File: src/sv/fcsg_pkg.sv
// Shared types, constants and tables for the filled-circle span generator.
`timescale 1ns / 1ps

package fcsg_pkg;

  // Most spans kept per circle; later spans are dropped.
  localparam int SpanLimit  = 64;
  // Entries in the job queue between the front and back parts.
  localparam int QueueDepth = 2;

  // One circle request.
  typedef struct packed {
    logic [15:0] center_x;
    logic [15:0] center_y;
    logic [4:0]  radius;
    logic [15:0] fill_color;
  } req_t;

  // One fill span.
  typedef struct packed {
    logic [15:0] span_x_start;
    logic [15:0] span_x_end;
    logic [15:0] span_row;
    logic [15:0] span_color;
    logic        last_span;
  } span_t;

  // Classified job handed from the front part to the span walker.
  typedef struct packed {
    logic [15:0] cx;
    logic [15:0] cy;
    logic [15:0] color;
    logic [4:0]  r;
    logic [4:0]  imax;
    logic [9:0]  sqmax;
  } job_t;

  // Step count r*707/1000 + 1, tabulated per radius.
  function automatic logic [4:0] imax_of(input logic [4:0] r);
    logic [4:0] v;
    begin
      case (r)
        5'd0:  v = 5'd1;
        5'd1:  v = 5'd1;
        5'd2:  v = 5'd2;
        5'd3:  v = 5'd3;
        5'd4:  v = 5'd3;
        5'd5:  v = 5'd4;
        5'd6:  v = 5'd5;
        5'd7:  v = 5'd5;
        5'd8:  v = 5'd6;
        5'd9:  v = 5'd7;
        5'd10: v = 5'd8;
        5'd11: v = 5'd8;
        5'd12: v = 5'd9;
        5'd13: v = 5'd10;
        5'd14: v = 5'd10;
        5'd15: v = 5'd11;
        5'd16: v = 5'd12;
        5'd17: v = 5'd13;
        5'd18: v = 5'd13;
        5'd19: v = 5'd14;
        5'd20: v = 5'd15;
        5'd21: v = 5'd15;
        5'd22: v = 5'd16;
        5'd23: v = 5'd17;
        5'd24: v = 5'd17;
        5'd25: v = 5'd18;
        5'd26: v = 5'd19;
        5'd27: v = 5'd20;
        5'd28: v = 5'd20;
        5'd29: v = 5'd21;
        5'd30: v = 5'd22;
        default: v = 5'd22;
      endcase
      return v;
    end
  endfunction

endpackage

File: src/sv/fcsg_queue.sv
// Small job queue between the request front part and the span walker.
`timescale 1ns / 1ps

module fcsg_queue import fcsg_pkg::*; (
  input  logic clk,
  input  logic rst,
  input  logic push,
  input  job_t push_data,
  input  logic pop,
  output job_t pop_data,
  output logic full,
  output logic empty
);

  localparam int PtrW = (QueueDepth > 1) ? $clog2(QueueDepth) : 1;
  localparam int CntW = $clog2(QueueDepth + 1);

  job_t            slots [QueueDepth];
  logic [PtrW-1:0] wr_ptr;
  logic [PtrW-1:0] rd_ptr;
  logic [CntW-1:0] fill;

  // Store the incoming job.
  always_ff @(posedge clk) begin
    if (push) begin
      slots[wr_ptr] <= push_data;
    end
  end

  // Advance pointers and track the fill level.
  always_ff @(posedge clk) begin
    if (rst) begin
      wr_ptr <= '0;
      rd_ptr <= '0;
      fill   <= '0;
    end else begin
      if (push) begin
        wr_ptr <= (wr_ptr == PtrW'(QueueDepth - 1)) ? '0 : wr_ptr + 1'b1;
      end
      if (pop) begin
        rd_ptr <= (rd_ptr == PtrW'(QueueDepth - 1)) ? '0 : rd_ptr + 1'b1;
      end
      case ({push, pop})
        2'b10:   fill <= fill + 1'b1;
        2'b01:   fill <= fill - 1'b1;
        default: fill <= fill;
      endcase
    end
  end

  assign pop_data = slots[rd_ptr];
  assign full     = (fill == CntW'(QueueDepth));
  assign empty    = (fill == '0);

  a_no_overflow: assert property (@(posedge clk) disable iff (rst)
    push |-> !full) else $error("job queue written while full");

  a_no_underflow: assert property (@(posedge clk) disable iff (rst)
    pop |-> !empty) else $error("job queue read while empty");

endmodule

File: src/sv/fcsg_front.sv
// Request front part: accept circles, drop empty ones, derive walk limits.
`timescale 1ns / 1ps

module fcsg_front import fcsg_pkg::*; (
  input  logic start,
  input  req_t req,
  input  logic queue_full,
  output logic busy,
  output logic push,
  output job_t job
);

  logic       accept;
  logic [9:0] r_sq;

  // Take a request whenever the queue has room.
  assign busy   = queue_full;
  assign accept = start && !queue_full;

  // A zero radius yields no spans, so it never reaches the walker.
  assign push = accept && (req.radius != 5'd0);

  // Walk limits: step count and the x step threshold r*r + r/2.
  assign r_sq = 10'(req.radius) * 10'(req.radius);

  always_comb begin
    job.cx    = req.center_x;
    job.cy    = req.center_y;
    job.color = req.fill_color;
    job.r     = req.radius;
    job.imax  = imax_of(req.radius);
    job.sqmax = r_sq + 10'(req.radius >> 1);
  end

endmodule

File: src/sv/fcsg_back.sv
// Span walker: steps one circle at a time and emits its fill spans.
`timescale 1ns / 1ps

module fcsg_back import fcsg_pkg::*; (
  input  logic  clk,
  input  logic  rst,
  input  logic  q_empty,
  input  job_t  q_data,
  output logic  pop,
  output span_t span,
  output logic  strobe
);

  typedef enum logic [7:0] {
    S_IDLE   = 8'b0000_0001,
    S_CENTER = 8'b0000_0010,
    S_TEST   = 8'b0000_0100,
    S_OUT_P  = 8'b0000_1000,
    S_OUT_M  = 8'b0001_0000,
    S_IN_P   = 8'b0010_0000,
    S_IN_M   = 8'b0100_0000,
    S_FLUSH  = 8'b1000_0000
  } state_t;

  state_t      state;
  job_t        job;
  logic [4:0]  x;
  logic [4:0]  i;
  logic [6:0]  cnt;
  span_t       pend;
  logic        pend_valid;

  logic [15:0] cand_start;
  logic [15:0] cand_end;
  logic [15:0] cand_row;
  logic [5:0]  cand_len;
  logic        cand_on;
  logic        cand_keep;
  logic [9:0]  i_sq;
  logic [9:0]  x_sq;
  logic [10:0] dist_sq;
  logic        step;
  logic        outer;
  logic        emit;

  assign pop = (state == S_IDLE) && !q_empty;

  // Build the span for the current phase of the walk.
  always_comb begin
    cand_start = job.cx;
    cand_row   = job.cy;
    cand_len   = '0;
    cand_on    = 1'b0;
    unique case (state)
      S_CENTER: begin
        cand_start = job.cx - 16'(job.r);
        cand_row   = job.cy;
        cand_len   = {job.r, 1'b0};
        cand_on    = 1'b1;
      end
      S_OUT_P: begin
        cand_start = job.cx - 16'(i) + 16'd1;
        cand_row   = job.cy + 16'(x);
        cand_len   = {5'(i - 5'd1), 1'b0};
        cand_on    = 1'b1;
      end
      S_OUT_M: begin
        cand_start = job.cx - 16'(i) + 16'd1;
        cand_row   = job.cy - 16'(x);
        cand_len   = {5'(i - 5'd1), 1'b0};
        cand_on    = 1'b1;
      end
      S_IN_P: begin
        cand_start = job.cx - 16'(x);
        cand_row   = job.cy + 16'(i);
        cand_len   = {x, 1'b0};
        cand_on    = 1'b1;
      end
      S_IN_M: begin
        cand_start = job.cx - 16'(x);
        cand_row   = job.cy - 16'(i);
        cand_len   = {x, 1'b0};
        cand_on    = 1'b1;
      end
      S_IDLE, S_TEST, S_FLUSH: begin
        cand_on = 1'b0;
      end
      default: begin
        cand_on = 1'b0;
      end
    endcase
  end

  // Drop empty spans and anything past the span limit.
  assign cand_end  = cand_start + 16'(cand_len) - 16'd1;
  assign cand_keep = cand_on && (cand_len != '0) && (cnt < 7'(SpanLimit));

  // Release the held span when a newer one replaces it or the walk ends.
  assign emit = pend_valid && (cand_keep || (state == S_FLUSH));

  // Step test: i*i + x*x against the threshold.
  assign i_sq    = 10'(i) * 10'(i);
  assign x_sq    = 10'(x) * 10'(x);
  assign dist_sq = {1'b0, i_sq} + {1'b0, x_sq};
  assign step    = dist_sq > {1'b0, job.sqmax};
  assign outer   = step && (x > job.imax);

  // Sequence the walk; hold one span back so the final one can be marked.
  always_ff @(posedge clk) begin
    if (rst) begin
      state      <= S_IDLE;
      pend_valid <= 1'b0;
      strobe     <= 1'b0;
      cnt        <= '0;
    end else begin
      strobe <= emit;
      if (cand_keep) begin
        pend.span_x_start <= cand_start;
        pend.span_x_end   <= cand_end;
        pend.span_row     <= cand_row;
        pend.span_color   <= job.color;
        pend.last_span    <= 1'b0;
        pend_valid        <= 1'b1;
        cnt               <= cnt + 7'd1;
        if (pend_valid) begin
          span <= pend;
        end
      end
      unique case (state)
        S_IDLE: begin
          if (!q_empty) begin
            job   <= q_data;
            x     <= q_data.r;
            i     <= 5'd1;
            cnt   <= '0;
            state <= S_CENTER;
          end
        end
        S_CENTER: begin
          state <= S_TEST;
        end
        S_TEST: begin
          if (outer) begin
            state <= S_OUT_P;
          end else begin
            if (step && (x != 5'd0)) begin
              x <= x - 5'd1;
            end
            state <= S_IN_P;
          end
        end
        S_OUT_P: begin
          state <= S_OUT_M;
        end
        S_OUT_M: begin
          x     <= x - 5'd1;
          state <= S_IN_P;
        end
        S_IN_P: begin
          state <= S_IN_M;
        end
        S_IN_M: begin
          if (i == job.imax) begin
            state <= S_FLUSH;
          end else begin
            i     <= i + 5'd1;
            state <= S_TEST;
          end
        end
        S_FLUSH: begin
          if (pend_valid) begin
            span <= {pend.span_x_start, pend.span_x_end, pend.span_row,
                     pend.span_color, 1'b1};
          end
          pend_valid <= 1'b0;
          state      <= S_IDLE;
        end
        default: begin
          state <= S_IDLE;
        end
      endcase
    end
  end

  a_gap_after_last: assert property (@(posedge clk) disable iff (rst)
    strobe && span.last_span |=> !strobe)
    else $error("span issued right after the final span of a circle");

  a_strobe_from_pend: assert property (@(posedge clk) disable iff (rst)
    strobe |-> $past(pend_valid))
    else $error("span issued with no held span behind it");

  a_span_cap: assert property (@(posedge clk) disable iff (rst)
    cnt <= 7'(SpanLimit))
    else $error("span count ran past the limit");

endmodule

File: src/sv/filled_circle_span_generator.sv
// Top level of the filled-circle span generator: front part, job queue, span walker.
// Each circle occupies the single span walker while i steps from 1 up to imax, where
// imax = r*707/1000 + 1.
// A two-entry job queue lets requests transfer while the walker is still busy.
// Synchronous active-high reset empties the queue and idles the walker; spans never stall.
`timescale 1ns / 1ps

module filled_circle_span_generator import fcsg_pkg::*; (
  input  logic  clk,
  input  logic  rst,
  input  logic  start,
  input  req_t  req,
  output logic  busy,
  output logic  strobe,
  output span_t span
);

  logic push;
  job_t push_job;
  logic pop;
  job_t pop_job;
  logic q_full;
  logic q_empty;

  fcsg_front u_front (
    .start      (start),
    .req        (req),
    .queue_full (q_full),
    .busy       (busy),
    .push       (push),
    .job        (push_job)
  );

  fcsg_queue u_queue (
    .clk       (clk),
    .rst       (rst),
    .push      (push),
    .push_data (push_job),
    .pop       (pop),
    .pop_data  (pop_job),
    .full      (q_full),
    .empty     (q_empty)
  );

  fcsg_back u_back (
    .clk     (clk),
    .rst     (rst),
    .q_empty (q_empty),
    .q_data  (pop_job),
    .pop     (pop),
    .span    (span),
    .strobe  (strobe)
  );

endmodule

File: config.mk
export PLATFORM = sky130hd
export DESIGN_NAME = filled_circle_span_generator
export DESIGN_NICKNAME = d
export VERILOG_FILES = /design/src/sv/fcsg_pkg.sv /design/src/sv/fcsg_queue.sv /design/src/sv/fcsg_front.sv /design/src/sv/fcsg_back.sv /design/src/sv/filled_circle_span_generator.sv
export SDC_FILE = /design/constraint.sdc
export NUM_CORES = 1
export LEC_CHECK = 0
export BUFFER_PORTS_ARGS = -buffer_cell sky130_fd_sc_hd__buf_2
export CAP_MARGIN = 30
export CORE_ASPECT_RATIO = 0.5
export CORE_MARGIN = 5
export CORE_UTILIZATION = 40
export DETAILED_ROUTE_END_ITERATION = 8
export HOLD_SLACK_MARGIN = 0.1
export PLACE_DENSITY = 0.53
export REMOVE_ABC_BUFFERS = 1
export SETUP_SLACK_MARGIN = 0.02
export SLEW_MARGIN = 30
export SYNTH_ARGS = -nofsm -noshare
export SYNTH_HDL_FRONTEND = slang
export SYNTH_SLANG_ARGS = --single-unit
File: constraint.sdc
create_clock -name clk -period 8.54 [get_ports clk]
set_input_delay 1.281 -clock clk [delete_from_list [all_inputs] [get_ports clk]]
set_output_delay 1.281 -clock clk [all_outputs]
set_load 0.02 [all_outputs]
# After elaboration in Yosys (flattened, before gate mapping)
# Memory sizes are Yosys's and may differ from the RTL's. A register that Yosys moved wholly into a read port is not among the register bits.
# Index checks and enable logic that the tools add are counted.
[totals]
mem_bits_rw = 136
elab_cells = 125
regBits = 228
in_bits = 56
rom_bits = 160
out_inout_bits = 67
mem_count = 2
[mem_list]
columns = ["memory", "words", "width", "read_ports", "rd_clocked_by_memory_dff", "write_ports", "line_no", "source"]
rows = [
  ["(name not given)", 32, 5, 1, 0, 0, "fcsg_pkg.sv:42", "case (r)"],
  ["u_queue.slots", 2, 68, 1, 1, 1, "fcsg_queue.sv:18", "job_t slots [QueueDepth];"],
]
[classes]
bitwise_logic = 2
n_mux = 29
order_cmp = 3
eq_ne = 16
reduce_logical = 26
mul = 3
add_sub_neg = 20
[op_table]
columns = ["cell", "count"]
rows = [
  ["65-bit 2-to-1 mux", 4],
  ["16-bit by 5-bit subtractor with 16-bit output", 5],
  ["16-bit one-hot mux with 4 select lines", 1],
  ["8-bit one-hot mux with 7 select lines", 1],
  ["16-bit one-hot mux with 3 select lines", 1],
  ["16-bit by 5-bit adder with 16-bit output", 2],
  ["5-bit by 5-bit multiplier with 10-bit output", 3],
  ["5-bit 2-to-1 mux", 5],
  ["7-bit 2-to-1 mux", 3],
  ["6-bit one-hot mux with 3 select lines", 1],
  ["16-bit by 1-bit adder with 16-bit output, second input constant", 1],
  ["16-bit by 6-bit adder with 16-bit output", 1],
  ["8-bit 2-to-1 mux", 2],
  ["16-bit by 1-bit subtractor with 16-bit output, second input constant", 1],
  ["5-bit one-hot mux with 3 select lines", 1],
  ["10-bit by 10-bit adder with 11-bit output", 1],
  ["11-bit by 10-bit greater-than comparator with 1-bit output", 1],
  ["10-bit by 4-bit adder with 10-bit output", 1],
  ["5-bit one-hot mux with 2 select lines", 1],
  ["5-bit nonzero test", 2],
  ["5-bit by 1-bit subtractor with 5-bit output, second input constant", 2],
  ["8-bit by 1-bit equality test with 1-bit output, second input constant", 1],
  ["8-bit by 2-bit equality test with 1-bit output, second input constant", 1],
  ["8-bit by 3-bit equality test with 1-bit output, second input constant", 1],
  ["34 further kinds", 56],
]

# Longest topological paths before layout
[depth]
ltp_word = 9
ltp_mapped = 27
mapped_depth_nobuf = 26

# By module
# A second synthesis with hierarchy kept.
[hier_totals]
hier_cells = 1622
area_unflattened_um2 = 20495.9
[modules_own_cells]
columns = ["module", "n_inst", "cells_per_inst", "area_each_um2", "seq_area_each_um2"]
rows = [
  ["fcsg_back", 1, 1210, 14029.7, 6556.3],
  ["fcsg_queue", 1, 234, 5113.7, 4184.0],
  ["fcsg_front", 1, 178, 1352.5, 0.0],
]

# Worst setup path after synthesis
# No wires, ideal clock.
[synth_path]
path_type = "register -> register"
from = "register u_back.x[3]"
to = "register u_back.x[0], enable pin"
required_time_ps = 8189
path_buffers = 1
synth_period_minus_slack_ps = 5917
setup_time_ps = 351
setup_slack_ps = 2623
t_arrival_ps = 5566
stages_incl_launch_ff = 24
cell_sequence = "edfxtp_1 -> clkbuf_1 -> nand2_1 -> inv_1 -> fa_1 -> fa_1 -> inv_1 -> fa_1 -> inv_1 -> fa_1 -> fa_1 -> ha_1 -> nor2b_1 -> o21ai_0 -> a21boi_0 -> o21ai_0 -> nand2_1 -> xor2_1 -> ha_1 -> nand4_1 -> nor3_1 -> a21oi_1 -> o31ai_1 -> a21oi_1"
[synth_via]
elab_chain_len = 6
word_cells_on_any_way = 10
classes_between = "add/sub: 1; mul: 1; order compare: 2; eq/ne: 2; reduce/logical: 4"
[synth_lines]
columns = ["item", "line_no", "source"]
rows = [
  ["start, declared", "fcsg_back.sv:27", "logic [4:0] x;"],
  ["start signal, assigned", "fcsg_back.sv:133", "x <= q_data.r;"],
  ["start signal, assigned", "fcsg_back.sv:147", "x <= x - 5'd1;"],
  ["start signal, assigned", "fcsg_back.sv:156", "x <= x - 5'd1;"],
  ["5-bit by 5-bit multiplier with 10-bit output", "fcsg_back.sv:103", "assign x_sq = 10'(x) * 10'(x);"],
  ["10-bit by 10-bit adder with 11-bit output", "fcsg_back.sv:104", "assign dist_sq = {1'b0, i_sq} + {1'b0, x_sq};"],
  ["11-bit by 10-bit greater-than comparator with 1-bit output", "fcsg_back.sv:105", "assign step = dist_sq > {1'b0, job.sqmax};"],
  ["1-bit logical AND, on equally long branches", "fcsg_back.sv:106, fcsg_back.sv:146", ""],
  ["2-bit inequality test (no source line) / 2-bit by 1-bit inequality test with 1-bit output (equally long branches)", "n/a", ""],
  ["5-bit AND reduction (no source line) *", "n/a", ""],
]
# Mark *: on every way between the ends. The rest lies on a longest branch, timed or not.
# A chain may end at the register's enable or synchronous reset.

# Worst setup path after layout
[layout_path]
from = "register u_back.x[3]"
to = "register u_back.x[4], enable pin"
# Same word-level chain as after synthesis.

==> impl_metrics.ini <==
[cts]
cts_setup_buffers = 0
cts.sinks = 365
htree_levels = 2
clk_pin_slew_worst_paths_ps = 60
hold_buffers = 0
cts_root_buf = clkbuf_16
cts.repair.resized = 0
clk_path_buf_depth = 3
cts_tree = done
clk_latency_ps = 550
tritoncts.num_buffers = 37

[run]
maxCapViolations = 0

[synthesis]
synth.top_cell.area_share_pct = 53.0
synth_edf_count = 343
synth_common_cells = 343 x edfxtp_1, 164 x nor2_1, 142 x ha_1
synth_warnings = 0
netlist-cell-type-count = 80
synth.most_common_cell = edfxtp_1
syn_area_per_cell_sq_um = 12.6
syn_area_sq_um = 19400
synth_top_area_cell = edfxtp_1
synth-seq-cells = 365
synthFlopType = edfxtp_1
syn_inst = 1537
synth_area_leaders = edfxtp_1 53%, ha_1 9.1%, mux2_2 4.1%
async_reset_ff_share_pct = 0
seq_area_frac_synth_pct = 55.3

[worst_setup_path]
crit_path_cell_trace = nand2_1 > inv_1 > fa_1 > fa_1 > inv_1 > fa_1 > inv_1 > fa_1 > fa_1 > ha_1 > nor2b_1 > o21ai_0 > a21boi_0 > o21ai_0 > nand2_1 > xor2_1 > ha_1 > nand4_1 > nor3_1 > a21oi_1 > o31ai_1 > a21oi_1
cp-end-kind = register
required_ps = 8730
max_stage_delay_ps = 650
r2r-start = u_back.x[3]
arrival_ps = 6760
crit_family = adder cells
crit_buf_inv = 3
crit_fanout = 14
r2r_slack_ps = 1970
startpoint = u_back.x[3]
crit_slowest_cell = edfxtp_1
cpMostUsedCell = fa_1
start_kind = register
critical_path_class = reg2reg

[pwr]
internal_power_mw = 4.93
swShare_pct = 38.4
p_leak_nw = 8.50
power.share.clock_pct = 20.0
pwr-share-seq_pct = 31.7
irDropWorstVdd_v = 0.000458
p_per_area_nw_per_um2 = 365
p_comb_share_pct = 48.3
p_switching_mw = 3.08

[final_layout]
finalNetCount = 1895
num-fill-cells = 4399
fin_util_pct = 45.5
area_growth_pct = 13.0
drive_gt1_share_pct = 17.1
antenna-diode-count = 0
seqCellArea_sq_um = 10700
multi_input_area_sq_um = 7980
fin_area_sq_um = 22000

[timing]
setup_ws_ps = 1970
slew_headroom_pct = 29.5
fin_crit_sh_pct = 76.9
timing.final.max_slew_violations = 0
finalHoldViolCount = 0
period_needed_ps = 6570
skew_ps = 23.8
rsz0062_at_grt = false
tightest_slew_ps = 1060
setup_tns_ps = 0
setup_viol = 0
fmaxAchievable_ghz = 0.152

[floorplanning]
die-height_microns = 166
io_pins = 123
fp-row-count = 57
start_util_pct = 40.2
die_area_sq_um = 53300
die_x_microns = 322
core_sq_um = 48300

[routing]
route.met3.wl_microns = 1990
wl_per_cell_microns = 18.8
drc = 0
route.met2.wl_microns = 20900
postRouteAntennaNets = 0
top_layer = met4
met1Wirelength_microns = 20300
wl_microns = 43900
drt_iter0_markers = 672
vias = 12089
firstDrtPassIters = 5
vias_per_cell = 5.17

[place]
portBuffers = 122
gp_congestion = 0.894
place_area_sq_um = 20800
dpl.hpwl_microns = 30700
pre_cts_ws_ps = 2060

[global_routing]
antenna_found_initial = 0
grt_pass1_vias = 12505
grt_start_max_net_pins = 69
grt_pass1_wl_microns = 69300
overflow = 0
grt_usage_pct = 16.1

[worst_hold_path]
hold_class = reg2reg
hp-start = u_back.job[34]

[status]
outcome = finished clean
power by group through the flow:
| stage | Combinational (mW) | Sequential, mW | Clock, mW |
|---|---|---|---|
| 2_1_floorplan | 2.88 | 2.61 | 0 |
| 3_3_place_gp | 3.73 | 2.57 | 0 |
| 3_5_place_dp | 3.86 | 2.58 | 0 |
| 4_1_cts | 3.90 | 2.54 | 1.65 |
| 5_1_grt | 4.47 | 2.57 | 1.74 |
| 6_report | 3.87 | 2.54 | 1.60 |
worst reg2reg max path, delay by kind of cell, from the launching register on:
family / cells / cell delay, ps
DFF: 1 / 650
adders and majority gates: 7 / 3150
buffers and inverters: 3 / 220
and+or+nand+nor: 5 / 590
xor gates and xnor gates: 1 / 150
AOI/OAI and AO/OA: 6 / 1450
final timing paths:
check,end,cells after the start
hold reg to reg,u_back.pend[15],0
setup / recovery,u_back.x[4],22
hold / removal,u_back.pend[15],0
setup reg to reg,u_back.x[4],22
kinds of logic (layout without fill, tap and decap cells):
group | after synthesis | in the layout | synth area share (%)
AND/OR/NAND/NOR | 371 | 371 | 9.28
flip-flops | 365 | 365 | 55.3
adder cells (fa/ha/maj) | 174 | 174 | 12.4
AO/OA/AOI/OAI | 223 | 223 | 7.70
buffers and inverters | 185 | 339 | 3.90
XOR/XNOR | 79 | 79 | 3.67
multiplexers | 140 | 140 | 7.73
through the flow:
| stage | hold slack [ps] | power [mW] | std cells |
|---|---|---|---|
| 3_5_place_dp | 405 | 6.44 | 2274 |
| 5_1_grt | 426 | 8.77 | 2340 |
| 4_1_cts | 418 | 8.10 | 2339 |
| 2_1_floorplan | 400 | 5.49 | 1493 |
| 3_3_place_gp | 401 | 6.30 | 2274 |
| 6_report | 419 | 8.01 | 2340 |
per-layer routing:
| layer | track usage [%] | vias up |
|---|---|---|
| met4 | 3.26 | 0 |
| met5 | 0 | - |
| li1 | - | 5830 |
| met1 | 22.0 | 5984 |
| met3 | 3.19 | 63 |
| met2 | 27.2 | 212 |
placed cells by master, fill, tap and decap left out, types with 21 or more instances in the layout:
master and instances:
buf_2 122, ha_1 142, nor3_1 21, fa_1 32, a21oi_1 62, mux2i_1 69
nor2_1 159, inv_1 137, clkbuf_16 37, xor2_1 22, nand2_1 61, edfxtp_1 343
mux2_2 70, xnor2_1 55, o21ai_0 40
area by class of cell:
| cell class | count | area share (%) |
|---|---|---|
| Clock buffer | 41 | 4.28 |
| Timing Repair Buffer | 133 | 3.30 |
| Tap cell | 649 | 3.70 |
| Inverter | 141 | 2.41 |
| Clock inverter | 24 | 1.03 |
| Sequential cell | 365 | 48.9 |
| Multi-Input combinational cell | 987 | 36.3 |
Power figures use the tool's default switching activity.
